===== src/sv/fragment_reassembly_tracker_defines.svh =====
// assertion macros for the fragment reassembly tracker
`ifndef FRAGMENT_REASSEMBLY_TRACKER_DEFINES_SVH
`define FRAGMENT_REASSEMBLY_TRACKER_DEFINES_SVH

// antecedent holds in this cycle, consequent in the same cycle
`define FRT_ASSERT_SAME(label, ante, cons, msg) \
  label: assert property (@(posedge clk) disable iff (!rst_n) (ante) |-> (cons)) \
    else $error(msg);

// antecedent holds in this cycle, consequent in the next cycle
`define FRT_ASSERT_NEXT(label, ante, cons, msg) \
  label: assert property (@(posedge clk) disable iff (!rst_n) (ante) |=> (cons)) \
    else $error(msg);

`endif


===== src/sv/frt_pkg.sv =====
// shared types and constants of the fragment reassembly tracker
package frt_pkg;

  localparam int IDX_W = 8;
  localparam int MAP_W = 64;
  localparam int TOT_W = 7;
  localparam int POP_STEPS = MAP_W / 8;

  localparam logic [1:0] STAT_ACCEPT = 2'd0;
  localparam logic [1:0] STAT_DONE   = 2'd1;
  localparam logic [1:0] STAT_DROP   = 2'd2;
  localparam logic [1:0] STAT_STATS  = 2'd3;

  localparam logic MODE_FRAG  = 1'b0;
  localparam logic MODE_STATS = 1'b1;

  localparam logic CFG_FIRST_BYTES = 1'b0;
  localparam logic CFG_DATA_BYTES  = 1'b1;

  typedef enum logic [2:0] {
    ST_IDLE,
    ST_SCAN,
    ST_RESOLVE,
    ST_POP,
    ST_UPDATE
  } state_t;

  // record handed from cell to cell during a table scan
  typedef struct packed {
    logic             found;
    logic [IDX_W-1:0] m_idx;
    logic [MAP_W-1:0] m_seen;
    logic [TOT_W-1:0] m_total;
    logic [31:0]      m_size;
    logic             have_free;
    logic [IDX_W-1:0] f_idx;
    logic             have_best;
    logic [IDX_W-1:0] b_idx;
    logic [15:0]      b_age;
    logic [MAP_W-1:0] b_seen;
    logic [TOT_W-1:0] b_total;
  } scan_t;

  // slot write broadcast to all cells
  typedef struct packed {
    logic             en;
    logic [IDX_W-1:0] idx;
    logic             valid;
    logic [15:0]      id;
    logic [MAP_W-1:0] seen;
    logic [TOT_W-1:0] total;
    logic [31:0]      size;
    logic             stamp_en;
    logic [15:0]      stamp;
  } wr_t;

endpackage


===== src/sv/frt_cell.sv =====
// one table slot: holds its entry and merges it into the passing scan record
module frt_cell #(
  parameter int CELL_ID = 0
) (
  input  logic             clk,
  input  logic             rst_n,
  input  frt_pkg::scan_t   cin,
  output frt_pkg::scan_t   cout,
  input  logic [15:0]      mid,
  input  logic [15:0]      ictr,
  input  frt_pkg::wr_t     wr
);

  logic                      valid_r;
  logic [15:0]               id_r;
  logic [frt_pkg::MAP_W-1:0] seen_r;
  logic [frt_pkg::TOT_W-1:0] total_r;
  logic [31:0]               size_r;
  logic [15:0]               stamp_r;
  frt_pkg::scan_t            cout_r;
  frt_pkg::scan_t            cout_nxt;
  logic [15:0]               age;
  logic                      hit;

  assign hit = wr.en && (wr.idx == frt_pkg::IDX_W'(CELL_ID));
  assign age = ictr - stamp_r;

  // merge own entry into the scan record
  always_comb begin
    cout_nxt = cin;
    if (!cin.found && valid_r && (id_r == mid)) begin
      cout_nxt.found   = 1'b1;
      cout_nxt.m_idx   = frt_pkg::IDX_W'(CELL_ID);
      cout_nxt.m_seen  = seen_r;
      cout_nxt.m_total = total_r;
      cout_nxt.m_size  = size_r;
    end
    if (!cin.have_free && !valid_r) begin
      cout_nxt.have_free = 1'b1;
      cout_nxt.f_idx     = frt_pkg::IDX_W'(CELL_ID);
    end
    if (!cin.have_best || (age > cin.b_age)) begin
      cout_nxt.have_best = 1'b1;
      cout_nxt.b_idx     = frt_pkg::IDX_W'(CELL_ID);
      cout_nxt.b_age     = age;
      cout_nxt.b_seen    = seen_r;
      cout_nxt.b_total   = total_r;
    end
  end

  // scan stage register
  always_ff @(posedge clk) begin
    cout_r <= cout_nxt;
  end

  assign cout = cout_r;

  // slot valid flag
  always_ff @(posedge clk) begin
    if (!rst_n) begin
      valid_r <= 1'b0;
    end else if (hit) begin
      valid_r <= wr.valid;
    end
  end

  // slot payload
  always_ff @(posedge clk) begin
    if (hit) begin
      id_r    <= wr.id;
      seen_r  <= wr.seen;
      total_r <= wr.total;
      size_r  <= wr.size;
      if (wr.stamp_en) begin
        stamp_r <= wr.stamp;
      end
    end
  end

endmodule


===== config.mk =====
export PLATFORM = sky130hd
export DESIGN_NAME = frt_cell
export DESIGN_NICKNAME = d
export VERILOG_FILES = /design/src/sv/fragment_reassembly_tracker_defines.svh /design/src/sv/frt_pkg.sv /design/src/sv/frt_cell.sv
export SDC_FILE = /design/constraint.sdc
export NUM_CORES = 1
export LEC_CHECK = 0
export BUFFER_PORTS_ARGS = -buffer_cell sky130_fd_sc_hd__clkbuf_2
export CAP_MARGIN = 20
export CORE_AREA = 2 2 241 243
export DETAILED_ROUTE_END_ITERATION = 16
export DIE_AREA = 0 0 243 245
export HOLD_SLACK_MARGIN = 0.08
export PLACE_DENSITY_LB_ADDON = 0.12
export SYNTH_ARGS = -nofsm -noshare
export SYNTH_HDL_FRONTEND = slang
export SYNTH_SLANG_ARGS = --single-unit

===== constraint.sdc =====
create_clock -name clk -period 18.85 [get_ports clk]
set_input_delay 3.77 -clock clk [delete_from_list [all_inputs] [get_ports clk]]
set_output_delay 3.77 -clock clk [all_outputs]
set_load 0.01 [all_outputs]

Word level (Yosys, flattened, before mapping)
Index checks and enable logic that the tools add are counted.
{"block": "word_totals", "wordCells": 34, "in_bits": 397, "ff_bits": 353, "output_inout_bits": 217}
{"block": "classes", "reduce_logical": 11, "mux": 2, "n_lt_le_gt_ge": 1, "eq_ne": 1, "n_addsub": 1}
{"op": "103-bit 2-to-1 mux", "count": 1}
{"op": "87-bit 2-to-1 mux", "count": 1}
{"op": "16-bit == test", "count": 1}
{"op": "16-bit > comparator", "count": 1}
{"op": "16-bit subtractor", "count": 1}
{"op": "8-bit logical NOT", "count": 1}
{"op": "1-bit logical AND", "count": 4}
{"op": "1-bit logical NOT", "count": 4}
{"op": "2-bit AND reduction", "count": 1}
{"op": "1-bit logical OR", "count": 1}

Depth between registers and ports, before layout
{"block": "depth", "ltp_word": 4, "mapped_depth": 19, "depth_no_buf": 16}

Worst setup path after synthesis
OpenSTA, ideal clock, no wires.
{"block": "synth_path", "path_type": "input-to-reg", "from": "input wr[139] (netlist bit)", "to": "register stamp_r[0], enable pin", "path_buffers": 0, "setup_time_ns": 0.376, "required_time_ns": 18.474, "arrival_time_ns": 16.832, "slack_ns": 1.642, "stages": 4, "cell_sequence": "nor4_1 -> nand3b_1 -> nor4_1 -> and2_1"}
{"block": "synth_via", "elab_chain_len": 3}
{"element": "from (decl)", "line_no": "frt_cell.sv:11", "rtl": "input frt_pkg::wr_t wr"}
{"element": "8-bit logical NOT", "line_no": "frt_cell.sv:25", "rtl": "assign hit = wr.en && (wr.idx == frt_pkg::IDX_W'(CELL_ID));"}
{"element": "1-bit logical AND", "line_no": "frt_cell.sv:25"}
{"element": "net hit", "line_no": "frt_cell.sv:23", "rtl": "logic hit;"}
{"element": "2-bit AND reduction (no line)"}
{"element": "to (signal assigned)", "line_no": "frt_cell.sv:75", "rtl": "stamp_r <= wr.stamp;"}
{"element": "to (decl)", "line_no": "frt_cell.sv:19", "rtl": "logic [15:0] stamp_r;"}
The timed path passes the listed nets, and every way through them passes these cells.
A chain may end at the register's enable or synchronous reset.

==> results.ini <==
[run_status]
outcome = finished clean

[power]
power_leakage_nw = 7.99
sw_frac_of_total = 0.238
power.share.combinational = 0.106
power.internal_mw = 1.37
power_frac_clock = 0.428
seqPwrFrac = 0.466
power.switching_mw = 0.428
max-vdd-ir-drop_mv = 0.0583
power_density_mw_per_mm2 = 101

[setup_path]
worstPathArrival_ps = 8590
worst_path_largest_cell_delay_ps = 730
critical_path_peak_fanout = 49
crit_required_ps = 19290
cp-end-kind = register
critical_path.slowest_cell = buf_4
worstSetupPathType = input port to register
cell_by_cell_trace_of_the_critical_path = clkbuf_2, inv_1, ha_1, inv_1, fa_1, a21o_1, a221oi_4, o211ai_1, a31oi_1, xnor2_1, ha_1, a21o_1, a21oi_1, o221ai_1, a211oi_1, a21o_4, buf_4, mux2_2
crit_path_start_kind = input port

[yosys]
ys.flop_type = dfxtp_1
warning_count_from_the_yosys_run = 0
synth.cell_area_mm2 = 0.0125
yosys.cell_types.count = 51
synth_top_cells_by_area = dfxtp_1 35%, edfxtp_1 32%, mux2_2 13%
synth-edff-count = 135
syn_avg_cell_area_um2 = 15.8
netlist_instances = 790
yosysSeqAreaShare = 0.673
synth-async-reset-ratio = 0
synth_top_area_frac = 0.349
postSynthRegisterBits = 353
synthDominantAreaCellType = dfxtp_1
synthesis.nets = 1219

[layout]
synthToLayoutAreaGrowth_pct = 41.4
multiInputGateArea_mm2 = 0.00376
final_layout_size_suffix_gt1_frac = 0.599
fin_util = 0.310
final-seq-area_mm2 = 0.00842
fill_cells = 6010
num-nets-final = 1858

[clocking]
clock_insertion_delay_worst_skew_ps = 560
clk_pin_slew_ps = 60
post_cts.repair.setup_buffers = 0
clock_tree.htree_level_count = 2
clock-sinks = 353
cts_root_buffer = clkbuf_16
tritoncts.num_buffers = 43
post_cts_sizing_count = 0
cts_tree = done
cts_hold_buf = 0
ctsLongestPathBuffers = 3

[floorplan]
design.portCount = 614
placeableCoreArea_mm2 = 0.0570
die_y_um = 245
floorplan.rows = 88
total_die_area_mm2 = 0.0595
initial_utilization = 0.219
chipWidth_um = 243

[hold_path]
min-delay-path-class = register to register

[global_routing]
vias_in_the_first_global_route = 9279
initial_antenna_violation_count = 6
grt_start_max_net_pins = 122
global_route_overflow = 0
grt_pass1_wl_um = 60000
grt.total_usage = 0.136

[route]
number_of_detailed_routing_iterations_run_before_antenna_repair = 4
count_of_antenna_violating_nets_left_after_detailed_routing = 0
via_per_inst = 3.84
drtIter0Drc = 261
route.vias.total = 8557
drt-total-wl_um = 41700
post-route-drc-count = 0
wire_per_inst_um = 18.7

[sta]
finalSetupViolations = 0
setup_ws_ps = 10710
hold_violations = 0
timing.setup.tns_ps = 0
fin_worst_skew_ps = 12.1
timing_worst_slew_pin_value_ps = 854
slew_viols_final = 0
finalWorstPathRequiredPeriod_ps = 8140
achievable-frequency_mhz = 123
timing.slew.headroom = 0.430
worst_hold_slack_ps = 431
grt_setup_unrepaired = no
layout_worst_path_cycle_share = 0.432

[placed_design]
hpwl_um = 32500
placement.setup.worst_slack_ps = 10080
finalWeightedCongestion = 0.798
count_of_input_and_output_buffers = 613

[flow_run]
cap_viol_max_count = 0

[cells by family (layout without fill, tap and decap cells)]
group,count (synthesis),after routing,synth area share
AND/OR/NAND/NOR,71,71,0.0324
flip-flops,353,353,0.673
adder cells (fa/ha/maj),32,32,0.0326
buffers and inverters,60,730,0.0266
other,1,3,0.000300
XOR/XNOR,31,31,0.0217
AO/OA/AOI/OAI,51,51,0.0286
multiplexers,191,191,0.184
[critical path: cells and delay by family]
family                     cells  cell delay, ps
xor gates and xnor gates       1             230
AOI/OAI and AO/OA              9            2230
buffers and inverters          4             920
muxes                          1             410
adders and majority gates      3             900
[final timing paths]
path                              from              endpoint  slack [ps]  depth (start not counted)
setup / recovery               ictr[0]      cout[21]$_DFF_P_       10710                         18
hold / removal    valid_r$_SDFFE_PN0P_  cout[104]$_SDFF_PP1_         430                          1
setup reg to reg  stamp_r[0]$_DFFE_PP_      cout[21]$_DFF_P_       13720                         16
hold reg to reg   valid_r$_SDFFE_PN0P_  cout[104]$_SDFF_PP1_         430                          1
[cell usage after synthesis (all sizes together) (2+ instances only)]
cell	number
a211oi	2
a21o	8
a21oi	17
a31oi	3
a41oi	2
and2	18
and3	2
buf	22
clkbuf	2
dfxtp	218
edfxtp	135
ha	31
inv	36
mux2	189
mux2i	2
nand2	7
nand2b	4
nand3	7
nand4	4
nor2	9
nor2b	11
nor4	4
o21a	2
o21ai	6
or2	2
xnor2	15
xor2	16
[stage by stage]
stage | cells | total power [mW] | cell area (um^2)
after floorplan | 790 | 0.952 | 12500
after global placement | 2149 | 1.05 | 16400
after detailed placement | 2149 | 1.05 | 16400
after CTS | 2225 | 1.83 | 17700
after global routing | 2227 | 1.88 | 17700
final | 2227 | 1.79 | 17700
[sequential cells by signal, indices dropped and copies added, names as in the netlist]
signal	flops
cout	217
id_r	16
total_r	7
valid_r	1
size_r	32
stamp_r	16
seen_r	64
[placed cells by master (no fill, tap or decap), drive strengths merged, types with 3 or more instances in the layout]
master	instances
nor4	4
a21o	8
nand3	7
clkbuf	676
xnor2	15
a21oi	17
inv	40
nand2b	4
buf	5
nor2	9
edfxtp	135
xor2	16
o21ai	6
nand4	4
nor2b	11
nand2	7
mux2	189
and2	18
dfxtp	218
ha	31
a31oi	3
clkinv	9
[layout make-up]
type	instances	share of cell area
multi-input combinational	377	0.213
sequential	353	0.476
clock inverter	13	0.00559
timing repair buffer	618	0.176
antenna	2	0.000283
clock buffer	63	0.0668
inverter	36	0.00764
tap	765	0.0542
[per-layer routing]
layer	vias up	GRT usage	part of all wire
met5	-	0	0.00067
met4	6	0.0475	0.028
met3	75	0.0595	0.099
met2	392	0.236	0.50
met1	3977	0.148	0.38
li1	4107	-	-
[power by group through the flow]
stage / clock network [mW] / logic, mW / registers, mW
detailed placement: 0 / 0.193 / 0.853
global route: 0.830 / 0.207 / 0.839
CTS: 0.797 / 0.194 / 0.837
floorplan: 0 / 0.0814 / 0.870
finish: 0.767 / 0.190 / 0.836
global placement: 0 / 0.193 / 0.853
Note: power is estimated with default switching activity, not from simulation.
